### config.mk
export PLATFORM = sky130hd
export DESIGN_NAME = loco_card_tlv_parser
export DESIGN_NICKNAME = d
export VERILOG_FILES = /design/src/hw/rtl/lcp_pkg.sv /design/src/hw/rtl/lcp_step.sv /design/src/hw/rtl/loco_card_tlv_parser.sv
export SDC_FILE = /design/constraint.sdc
export NUM_CORES = 1
export LEC_CHECK = 0
export BUFFER_PORTS_ARGS = -buffer_cell sky130_fd_sc_hd__buf_2
export CORE_MARGIN = 2
export CORE_UTILIZATION = 60
export CTS_BUF_LIST = sky130_fd_sc_hd__clkbuf_8 sky130_fd_sc_hd__clkbuf_16
export DETAILED_ROUTE_END_ITERATION = 8
export PLACE_DENSITY = 0.82
export RECOVER_POWER = 50
export SETUP_SLACK_MARGIN = 0.4
export SLEW_MARGIN = 10
export SYNTH_ARGS = -nofsm -noshare
export SYNTH_HDL_FRONTEND = slang
export SYNTH_HIERARCHICAL = 1
export SYNTH_SLANG_ARGS = --single-unit
### constraint.sdc
create_clock -name clk_i -period 7.6 [get_ports clk_i]
set_input_delay 1.14 -clock clk_i [delete_from_list [all_inputs] [get_ports clk_i]]
set_output_delay 1.14 -clock clk_i [all_outputs]
set_load 0.05 [all_outputs]
### src/hw/rtl/lcp_pkg.sv
// Shared types, codes and decode helpers of the locomotive card record parser.
package lcp_pkg;

  // Function entries at or above this number are dropped.
  localparam int unsigned FUNCTION_SLOTS = 32;

  localparam logic [7:0] PREAMBLE_LEN = 8'h02;

  // Record indexes with special handling.
  localparam logic [7:0] REC_SECTION0  = 8'd0;
  localparam logic [7:0] REC_UID       = 8'd1;
  localparam logic [7:0] REC_ADDRESS   = 8'd2;
  localparam logic [7:0] REC_TACHO     = 8'd7;
  localparam logic [7:0] REC_VOLUME    = 8'd8;
  localparam logic [7:0] REC_FUNCTION  = 8'd9;
  localparam logic [7:0] REC_MFX_UID   = 8'd10;
  localparam logic [7:0] REC_MFX_TYPE  = 8'd11;
  localparam logic [7:0] REC_MFX_WORD  = 8'd12;
  localparam logic [7:0] REC_FUNC_HI   = 8'd13;
  localparam logic [7:0] REC_SYMBOL_A  = 8'd14;
  localparam logic [7:0] REC_SYMBOL_B  = 8'd15;

  // Section 0 sub-record ids.
  localparam logic [7:0] SUB_NONE  = 8'h00;
  localparam logic [7:0] SUB_PIC   = 8'h05;
  localparam logic [7:0] SUB_NAME  = 8'h1e;
  localparam logic [7:0] SUB_PROTO = 8'h1f;
  localparam logic [7:0] SUB_ICON  = 8'h20;
  localparam logic [7:0] SUB_END   = 8'hff;

  localparam int unsigned FUNC_GROUP_LEN = 10;
  localparam logic [3:0]  GROUP_LAST     = 4'(FUNC_GROUP_LEN - 1);
  localparam logic [7:0]  FUNC_HI_LEN    = 8'd32;
  localparam logic [7:0]  SYMBOL_LEN     = 8'd1;
  localparam logic [5:0]  FUNC_HI_FIRST  = 6'd16;
  localparam logic [5:0]  SLOT_MAX       = 6'd63;
  localparam logic [6:0]  MFX_WORDS      = 7'd8;
  localparam logic [7:0]  STR_SLOTS      = 8'd32;
  localparam logic [15:0] POS_MAX        = 16'hFFFF;
  localparam logic [15:0] CARD_SIZE_RST  = 16'hFFFF;

  localparam int unsigned TYPE_WORD_CNT = 6;
  localparam logic [15:0] TYPE_WORDS [TYPE_WORD_CNT] = '{
    16'h0075, 16'h00C5, 16'h00E5, 16'h00E7, 16'h00F5, 16'h0117
  };
  localparam logic [4:0] TYPE_CODE_UNKNOWN = 5'(TYPE_WORD_CNT);

  typedef enum logic [3:0] {
    PH_LEN, PH_ID0, PH_ID1, PH_IDX, PH_RLEN, PH_DATA, PH_TOT0, PH_TOT1,
    PH_SUB_FIRST, PH_SUB_AFTER, PH_SUB_RETRY, PH_SUB_LEN, PH_STR, PH_PIC_HI,
    PH_DONE
  } lcp_phase_e;

  typedef enum logic [4:0] {
    KIND_TYPE, KIND_UID, KIND_ADDRESS, KIND_ACCEL, KIND_SLOWDOWN, KIND_VMIN,
    KIND_VMAX, KIND_TACHO, KIND_VOLUME, KIND_FUNCTION, KIND_MFX_UID,
    KIND_MFX_TYPE, KIND_MFX_WORD, KIND_SYMBOL, KIND_NAME_CHAR,
    KIND_PROTO_CHAR, KIND_ICON_CHAR, KIND_PIC_SIZE, KIND_ERROR
  } lcp_kind_e;

  typedef struct packed {
    lcp_phase_e  phase;
    logic [15:0] byte_pos;
    logic [7:0]  rec_idx;
    logic [7:0]  bytes_left;
    logic [7:0]  rec_byte;
    logic [31:0] acc;
    logic [5:0]  fn_slot;
    logic [3:0]  fn_group;
    logic        str_ended;
    logic [7:0]  sub_id;
  } lcp_state_t;

  localparam lcp_state_t STATE_CLEAR = '{
    phase: PH_LEN, byte_pos: 16'd0, rec_idx: 8'd0, bytes_left: 8'd0,
    rec_byte: 8'd0, acc: 32'd0, fn_slot: 6'd0, fn_group: 4'd0,
    str_ended: 1'b0, sub_id: 8'd0
  };

  typedef struct packed {
    logic        valid;
    lcp_kind_e   kind;
    logic [4:0]  slot;
    logic [31:0] value;
    logic        done;
  } lcp_res_t;

  typedef struct packed {
    logic      hit;
    lcp_kind_e kind;
  } lcp_rec_kind_t;

  function automatic logic [4:0] type_code(input logic [15:0] word);
    logic [4:0] code;
    code = TYPE_CODE_UNKNOWN;
    for (int i = 0; i < TYPE_WORD_CNT; i++) begin
      if (word == TYPE_WORDS[i]) code = 5'(i);
    end
    return code;
  endfunction

  // Kind of a record that yields one value at its end.
  function automatic lcp_rec_kind_t record_kind(input logic [7:0] idx,
                                                input logic [7:0] len);
    lcp_rec_kind_t rk;
    rk.hit  = 1'b0;
    rk.kind = KIND_TYPE;
    if ((idx >= REC_UID && idx <= REC_VOLUME) || idx == REC_MFX_UID ||
        idx == REC_MFX_TYPE) begin
      rk.hit  = 1'b1;
      rk.kind = lcp_kind_e'(idx[4:0]);
    end else if (idx == REC_SYMBOL_A || idx == REC_SYMBOL_B ||
                 (idx == REC_FUNC_HI && len == SYMBOL_LEN)) begin
      rk.hit  = 1'b1;
      rk.kind = KIND_SYMBOL;
    end
    return rk;
  endfunction

  function automatic logic [31:0] value_mask(input logic [7:0] idx);
    logic [31:0] mask;
    if (idx == REC_UID || idx == REC_MFX_UID) begin
      mask = 32'hFFFF_FFFF;
    end else if (idx == REC_ADDRESS || idx == REC_TACHO) begin
      mask = 32'h0000_FFFF;
    end else begin
      mask = 32'h0000_00FF;
    end
    return mask;
  endfunction

endpackage

### src/hw/rtl/lcp_step.sv
// Next-state and result decode for one card byte of the record parser.
module lcp_step (
  input  lcp_pkg::lcp_state_t state_i,
  input  logic [7:0]          data_byte_i,
  input  logic                first_byte_i,
  input  logic [15:0]         card_size_i,
  output lcp_pkg::lcp_state_t state_o,
  output lcp_pkg::lcp_res_t   res_o
);

  always_comb begin
    lcp_pkg::lcp_state_t    s;
    lcp_pkg::lcp_state_t    n;
    lcp_pkg::lcp_res_t      r;
    lcp_pkg::lcp_rec_kind_t rk;
    logic [7:0]  p;
    logic [7:0]  left_dec;
    logic [7:0]  len;
    logic [31:0] b32;
    logic [31:0] b_hi;
    logic        last;
    logic        fn;
    logic        str_end;

    s        = first_byte_i ? lcp_pkg::STATE_CLEAR : state_i;
    n        = s;
    r        = '0;
    r.kind   = lcp_pkg::KIND_TYPE;
    rk       = '0;
    fn       = 1'b0;
    str_end  = 1'b0;
    p        = s.rec_byte;
    left_dec = s.bytes_left - 8'd1;
    len      = s.rec_byte + s.bytes_left;
    last     = (left_dec == 8'd0);
    b32      = {24'd0, data_byte_i};
    b_hi     = {16'd0, data_byte_i, 8'd0};

    if (s.phase != lcp_pkg::PH_DONE) begin
      if (s.byte_pos >= card_size_i) begin
        n.phase = lcp_pkg::PH_DONE;
      end else begin
        case (s.phase)
          lcp_pkg::PH_LEN: begin
            if (data_byte_i != lcp_pkg::PREAMBLE_LEN) begin
              n.phase = lcp_pkg::PH_DONE;
              r.valid = 1'b1;
              r.kind  = lcp_pkg::KIND_ERROR;
              r.value = b32;
            end else begin
              n.phase = lcp_pkg::PH_ID0;
            end
          end
          lcp_pkg::PH_ID0: begin
            n.acc   = b32;
            n.phase = lcp_pkg::PH_ID1;
          end
          lcp_pkg::PH_ID1: begin
            n.acc   = s.acc | b_hi;
            n.phase = lcp_pkg::PH_IDX;
            r.valid = 1'b1;
            r.kind  = lcp_pkg::KIND_TYPE;
            r.slot  = lcp_pkg::type_code(n.acc[15:0]);
            r.value = n.acc;
          end
          lcp_pkg::PH_IDX: begin
            n.rec_idx = data_byte_i;
            n.phase   = lcp_pkg::PH_RLEN;
          end
          lcp_pkg::PH_RLEN: begin
            n.bytes_left = data_byte_i;
            n.rec_byte   = 8'd0;
            n.acc        = 32'd0;
            n.fn_group   = 4'd0;
            n.fn_slot    = (s.rec_idx == lcp_pkg::REC_FUNC_HI) ? lcp_pkg::FUNC_HI_FIRST
                                                                : 6'd0;
            if (s.rec_idx == lcp_pkg::REC_SECTION0) begin
              n.phase = lcp_pkg::PH_TOT0;
            end else if (data_byte_i == 8'd0) begin
              // An empty value record reports zero right away.
              n.phase = lcp_pkg::PH_IDX;
              rk      = lcp_pkg::record_kind(s.rec_idx, 8'd0);
              r.valid = rk.hit;
              r.kind  = rk.kind;
            end else begin
              n.phase = lcp_pkg::PH_DATA;
            end
          end
          lcp_pkg::PH_DATA: begin
            n.rec_byte   = p + 8'd1;
            n.bytes_left = left_dec;
            n.fn_group   = (s.fn_group == lcp_pkg::GROUP_LAST) ? 4'd0 : s.fn_group + 4'd1;
            if (last) n.phase = lcp_pkg::PH_IDX;
            if (s.rec_idx == lcp_pkg::REC_FUNCTION) begin
              // Each 10-byte group: type, duration, then eight unused bytes.
              if (s.fn_group == 4'd0) begin
                n.acc = b32;
              end else if (s.fn_group == 4'd1) begin
                n.acc = s.acc | b_hi;
              end else if (s.fn_group == lcp_pkg::GROUP_LAST) begin
                fn = 1'b1;
              end
            end else if (s.rec_idx == lcp_pkg::REC_MFX_WORD) begin
              if (!p[0]) begin
                n.acc = b32;
                if (last && p[7:1] < lcp_pkg::MFX_WORDS) begin
                  r.valid = 1'b1;
                  r.kind  = lcp_pkg::KIND_MFX_WORD;
                  r.slot  = 5'(p[7:1]);
                  r.value = b32;
                end
              end else begin
                n.acc = s.acc | b_hi;
                if (p[7:1] < lcp_pkg::MFX_WORDS) begin
                  r.valid = 1'b1;
                  r.kind  = lcp_pkg::KIND_MFX_WORD;
                  r.slot  = 5'(p[7:1]);
                  r.value = n.acc;
                end
              end
            end else if (s.rec_idx == lcp_pkg::REC_FUNC_HI && len == lcp_pkg::FUNC_HI_LEN) begin
              if (!p[0]) begin
                n.acc = b32;
              end else begin
                n.acc = s.acc | b_hi;
                fn    = 1'b1;
              end
            end else begin
              rk = lcp_pkg::record_kind(s.rec_idx, len);
              if (rk.hit) begin
                if (p < 8'd4) n.acc = s.acc | (b32 << {p[1:0], 3'b000});
                if (last) begin
                  r.valid = 1'b1;
                  r.kind  = rk.kind;
                  r.value = n.acc & lcp_pkg::value_mask(s.rec_idx);
                end
              end
            end
          end
          lcp_pkg::PH_TOT0: n.phase = lcp_pkg::PH_TOT1;
          lcp_pkg::PH_TOT1: n.phase = lcp_pkg::PH_SUB_FIRST;
          lcp_pkg::PH_SUB_FIRST, lcp_pkg::PH_SUB_RETRY: begin
            n.sub_id = data_byte_i;
            n.phase  = (data_byte_i == lcp_pkg::SUB_NONE || data_byte_i == lcp_pkg::SUB_END)
                       ? lcp_pkg::PH_DONE : lcp_pkg::PH_SUB_LEN;
          end
          lcp_pkg::PH_SUB_AFTER: begin
            n.sub_id = data_byte_i;
            if (data_byte_i == lcp_pkg::SUB_NONE) begin
              n.phase = lcp_pkg::PH_SUB_RETRY;
            end else if (data_byte_i == lcp_pkg::SUB_END) begin
              n.phase = lcp_pkg::PH_DONE;
            end else begin
              n.phase = lcp_pkg::PH_SUB_LEN;
            end
          end
          lcp_pkg::PH_SUB_LEN: begin
            if (s.sub_id inside {lcp_pkg::SUB_NAME, lcp_pkg::SUB_PROTO, lcp_pkg::SUB_ICON}) begin
              n.bytes_left = data_byte_i;
              n.rec_byte   = 8'd0;
              n.str_ended  = 1'b0;
              n.phase      = (data_byte_i != 8'd0) ? lcp_pkg::PH_STR : lcp_pkg::PH_SUB_AFTER;
            end else if (s.sub_id == lcp_pkg::SUB_PIC) begin
              n.acc   = b32;
              n.phase = lcp_pkg::PH_PIC_HI;
            end else begin
              n.phase = lcp_pkg::PH_SUB_AFTER;
            end
          end
          lcp_pkg::PH_STR: begin
            str_end     = s.str_ended | (data_byte_i == 8'd0);
            n.str_ended = str_end;
            if (!str_end && p < lcp_pkg::STR_SLOTS) begin
              r.valid = 1'b1;
              r.kind  = lcp_pkg::lcp_kind_e'(5'(lcp_pkg::KIND_NAME_CHAR) +
                                             5'(s.sub_id - lcp_pkg::SUB_NAME));
              r.slot  = p[4:0];
              r.value = b32;
            end
            n.rec_byte   = p + 8'd1;
            n.bytes_left = left_dec;
            if (last) n.phase = lcp_pkg::PH_SUB_AFTER;
          end
          lcp_pkg::PH_PIC_HI: begin
            n.acc   = s.acc | b_hi;
            n.phase = lcp_pkg::PH_DONE;
            r.valid = 1'b1;
            r.kind  = lcp_pkg::KIND_PIC_SIZE;
            r.value = n.acc;
          end
          default: n.phase = lcp_pkg::PH_DONE;
        endcase

        // A completed function entry; numbering goes on past the reported range.
        if (fn) begin
          if ({1'b0, s.fn_slot} < 7'(lcp_pkg::FUNCTION_SLOTS)) begin
            r.valid = 1'b1;
            r.kind  = lcp_pkg::KIND_FUNCTION;
            r.slot  = s.fn_slot[4:0];
            r.value = {16'd0, n.acc[15:0]};
          end
          if (s.fn_slot != lcp_pkg::SLOT_MAX) n.fn_slot = s.fn_slot + 6'd1;
        end

        n.byte_pos = (s.byte_pos == lcp_pkg::POS_MAX) ? s.byte_pos : s.byte_pos + 16'd1;
        if (n.phase != lcp_pkg::PH_DONE && n.byte_pos >= card_size_i) begin
          n.phase = lcp_pkg::PH_DONE;
        end
      end
    end

    r.done  = (n.phase == lcp_pkg::PH_DONE);
    state_o = n;
    res_o   = r;
  end

endmodule

### src/hw/rtl/loco_card_tlv_parser.sv
// A byte is taken into the input register, then its result into the result register once free.
// One byte per cycle while results are taken; lcp_step computes the next state combinationally.
// Bytes that yield no result still pass through the parser and produce no output transaction.
// Reset clears the parser to wait for the preamble length and sets card_size to 65535.
// A stalled result holds the parser; the input register takes one more byte, then intake stops.
module loco_card_tlv_parser (
  input  logic        clk_i,
  input  logic        rst_ni,
  input  logic        cfg_we_i,
  input  logic [15:0] cfg_card_size_i,
  input  logic        in_valid_i,
  output logic        in_ready_o,
  input  logic [7:0]  data_byte_i,
  input  logic        first_byte_i,
  output logic        out_valid_o,
  input  logic        out_ready_i,
  output logic [4:0]  kind_o,
  output logic [4:0]  slot_o,
  output logic [31:0] value_o,
  output logic        done_res_o
);

  logic [15:0]         card_size_q;
  lcp_pkg::lcp_state_t state_q;
  lcp_pkg::lcp_state_t state_d;
  lcp_pkg::lcp_res_t   res_d;

  logic        in_valid_q;
  logic [7:0]  in_byte_q;
  logic        in_first_q;
  logic        out_valid_q;
  logic [4:0]  kind_q;
  logic [4:0]  slot_q;
  logic [31:0] value_q;
  logic        done_q;
  logic        step_fire;
  logic        in_fire;

  // A buffered byte is parsed once the result register is free or being emptied.
  assign step_fire  = in_valid_q && (!out_valid_q || out_ready_i);
  assign in_ready_o = !in_valid_q || step_fire;
  assign in_fire    = in_valid_i && in_ready_o;

  lcp_step u_step (
    .state_i      (state_q),
    .data_byte_i  (in_byte_q),
    .first_byte_i (in_first_q),
    .card_size_i  (card_size_q),
    .state_o      (state_d),
    .res_o        (res_d)
  );

  always_ff @(posedge clk_i or negedge rst_ni) begin
    if (!rst_ni) begin
      card_size_q <= lcp_pkg::CARD_SIZE_RST;
      state_q     <= lcp_pkg::STATE_CLEAR;
      in_valid_q  <= 1'b0;
      out_valid_q <= 1'b0;
    end else begin
      if (cfg_we_i) card_size_q <= cfg_card_size_i;
      if (step_fire) state_q <= state_d;
      if (in_fire) begin
        in_valid_q <= 1'b1;
      end else if (step_fire) begin
        in_valid_q <= 1'b0;
      end
      if (step_fire) begin
        out_valid_q <= res_d.valid;
      end else if (out_ready_i) begin
        out_valid_q <= 1'b0;
      end
    end
  end

  always_ff @(posedge clk_i) begin
    if (in_fire) begin
      in_byte_q  <= data_byte_i;
      in_first_q <= first_byte_i;
    end
    if (step_fire && res_d.valid) begin
      kind_q  <= 5'(res_d.kind);
      slot_q  <= res_d.slot;
      value_q <= res_d.value;
      done_q  <= res_d.done;
    end
  end

  assign out_valid_o = out_valid_q;
  assign kind_o      = kind_q;
  assign slot_o      = slot_q;
  assign value_o     = value_q;
  assign done_res_o  = done_q;

endmodule

==> reports/qor.txt <==
synth cell count leaders: nand2_1 (204), nor2_1 (117), a21oi_1 (115), o21ai_0 (110), dfrtp_1 (97)
syn_area_per_cell: 8.759 um^2
core footprint: 21890 um^2
Final Hold Vio Count: 0
Final Setup Violations: 0
Synth Warn #: 6
Design Area, Final: 14250 um^2
RSZ-0062 raised after global routing: no
critical path type: reg2reg
EDFF count, synth: 52
hold slack: 0.5077 ns
failing checks: max-capacitance violations, max-slew violations
first-pass GRT wire length: 67510 um
Hold Path Cell Cnt: 1
drt pass-1 iters: 8
CTS sink cnt: 165
post-cts hold buffer count: 0
Crit path arrival time: 5.61 ns
DRT Wirelength: 43220 um
post-route ant nets: 0
htree depth: 4
Starting Density: 0.6126
initial antenna violation count: 2
CTS tree: done
Cell Pwr Density: 220.6 nW/um^2
layout cells sized above 1: 0.1649
count of different cell masters after synthesis: 104
Clock Latency Late Sink: 0.44 ns
Core Rows: 54
dpl hpwl: 29630 um
First DRT Iteration DRCs: 1716
PostCTS Resize Cnt: 0
CP max FO: 31
maximum clock frequency: 181.1 MHz
Mapped Area: 13410 um^2
Total GRT Usage: 0.3616
static leakage: 5.980 nW
GRT overflow: 0
PortBufs: 74
min-delay src: state_q[18]
Clock Pin Slew Worst Setup and Hold Paths: 0.07 ns
Fin Clk Skew: 0.01294 ns
setup TNS: 0 ns
fin crit share: 0.7264
Slew HR: -1.043
post-CTS setup buffer count: 0
pin count of the biggest net entering global routing: 69
Max Slew Vio Count: 116
most common cell in the netlist: nand2_1
max-cap violations: 2
Post-Synthesis Cells: 1531
Die H: 153.5 um
fillers: 1929
Final min period: 5.521 ns
leading area contributor after synthesis: dfrtp_1
Max VDD drop: 155.7 uV
worst setup path start: in_first_q
outcome: complete, but fails checks
Placed Area: 13750 um^2
DR vias: 12660
nets: 1611
Hold Crit Class: reg2reg
die width: 153.5 um
Num CTS Buffers: 17
data required time of the worst path: 7.69 ns
crit end category: flip-flop
Yosys top cell area share: 0.1810
antenna cells: 0
Routed WL per cell: 23.59 um
Slew @ Worst Pin: 3.064 ns
remaining design rule violation count: 0
die area: 23560 um^2
Seq cells post-synth: 165
reg-to-reg startpoint: in_first_q
I/O pin count: 75
Seq/Total Area, Yosys: 0.3288
root buf cell: clkbuf_16
Final GP Congestion: 1.013
Synth area leaders: dfrtp_1 (18%), edfxtp_1 (12%), nand2_1 (5.7%), mux2_2 (5.7%), mux2_4 (5.6%)
CP Launch Type: flip-flop
vias per cell: 6.909
Util after Layout: 0.6510
vias in the first global route: 12230
CTS Buffer Depth: 2
P&R area growth vs syn: 6.270%
R2R depth: 16
Most used DFF post-synth: dfrtp_1
async set-reset flop share out of synthesis: 0.6848
Mapped Nets: 1603
[placed cells by master, fill, tap and decap left out, types with 7 or more instances in the layout]
master,count
nand2b_1,15
and3_1,14
a21oi_1,114
nor2_1,116
o21a_1,8
a32oi_1,7
mux2_4,50
nor2b_1,48
inv_1,37
a211oi_1,15
dfstp_2,16
nor4_1,8
xor2_1,20
ha_1,42
buf_4,22
clkbuf_1,48
nand4_1,15
o21ai_1,9
o21ai_0,110
nand3_1,45
clkbuf_16,18
a221o_1,9
a21o_1,24
and2_1,17
xnor2_1,23
edfxtp_1,52
o22ai_1,14
dfrtp_1,97
o32ai_1,9
o211ai_1,7
a22o_1,13
buf_2,26
mux2_2,67
nand2_1,204
a31oi_1,19
or3_1,7
nor3_1,30
[cell type report]
cell class | count | area [um^2] | share of cell area
clock buffers | 20 | 478.0 | 0.03354
clock inverters | 12 | 90.09 | 0.006321
inverters | 37 | 138.9 | 0.009745
multi-input cells | 1221 | 8304 | 0.5827
flip-flops and latches | 165 | 4409 | 0.3094
well taps | 280 | 350.3 | 0.02458
repair buffers | 97 | 480.5 | 0.03371
[state kept, by name, summed over array words and instances, names as in the netlist]
register     flops
in_valid_q       1
slot_o           5
in_first_q       1
card_size_q     16
out_valid_o      1
in_byte_q        8
state_q         95
value_o         32
done_res_o       1
kind_o           5
[through the flow]
stage / total power [mW] / std cells / setup WS (ns)
finish: 3.144 / 1832 / 2.079
global route: 3.270 / 1832 / 1.665
CTS: 3.123 / 1832 / 2.199
detailed placement: 2.270 / 1800 / 2.242
global placement: 2.246 / 1800 / 2.373
floorplan: 2.003 / 1531 / 1.019
[routing by layer]
metal,wire length [um],GRT usage,up-vias,part of all wire
met5,0,0,-,0
met4,2132,0.1551,0,0.049
met3,5089,0.09104,192,0.12
met2,18690,0.5498,878,0.43
met1,17300,0.4926,5973,0.40
li1,-,-,5614,-
[power by group]
group | switching, mW | total (mW) | leakage, nW | internal [mW]
Combinational | 0.762 | 1.12 | 3.69 | 0.358
Clock | 0.397 | 0.859 | 0.291 | 0.461
Sequential | 0.129 | 1.17 | 2.00 | 1.04
[cell families (layout without fill, tap and decap cells)]
family                   Yosys count  count (layout)  share of synthesized area
AND/OR/NAND/NOR                  564             564                     0.2067
AO/OA/AOI/OAI                    448             448                     0.2254
flip-flops                       165             165                     0.3288
buffers and inverters            145             166                    0.05281
multiplexers                     120             120                     0.1146
XOR/XNOR                          46              46                    0.03172
adder cells (fa/ha/maj)           43              43                    0.04003
[critical path, cell delays in order, from the launching register on]
cell and delay, ns:
edfxtp_1 0.40, inv_2 0.37, nand2_1 0.14, inv_1 0.08, buf_4 0.30, ha_1 0.26, ha_1 0.24, a211oi_1 0.28
nand3_1 0.19, nor4_4 0.36, nand4b_4 0.18, o31ai_2 0.56, nand3_1 0.53, o21ai_0 0.25, nand2_1 0.14, nor2_4 0.39
buf_4 0.47
[final timing paths]
kind                                    end  slack (ns)
max in group asynchronous       state_q[25]        2.96
worst min register to register  state_q[18]        0.51
worst max register to register    slot_o[2]        2.08
worst min-delay path            state_q[18]        0.51
min in group asynchronous       state_q[64]        1.70
worst max-delay path              slot_o[2]        2.08
Power figures use the tool's default switching activity.
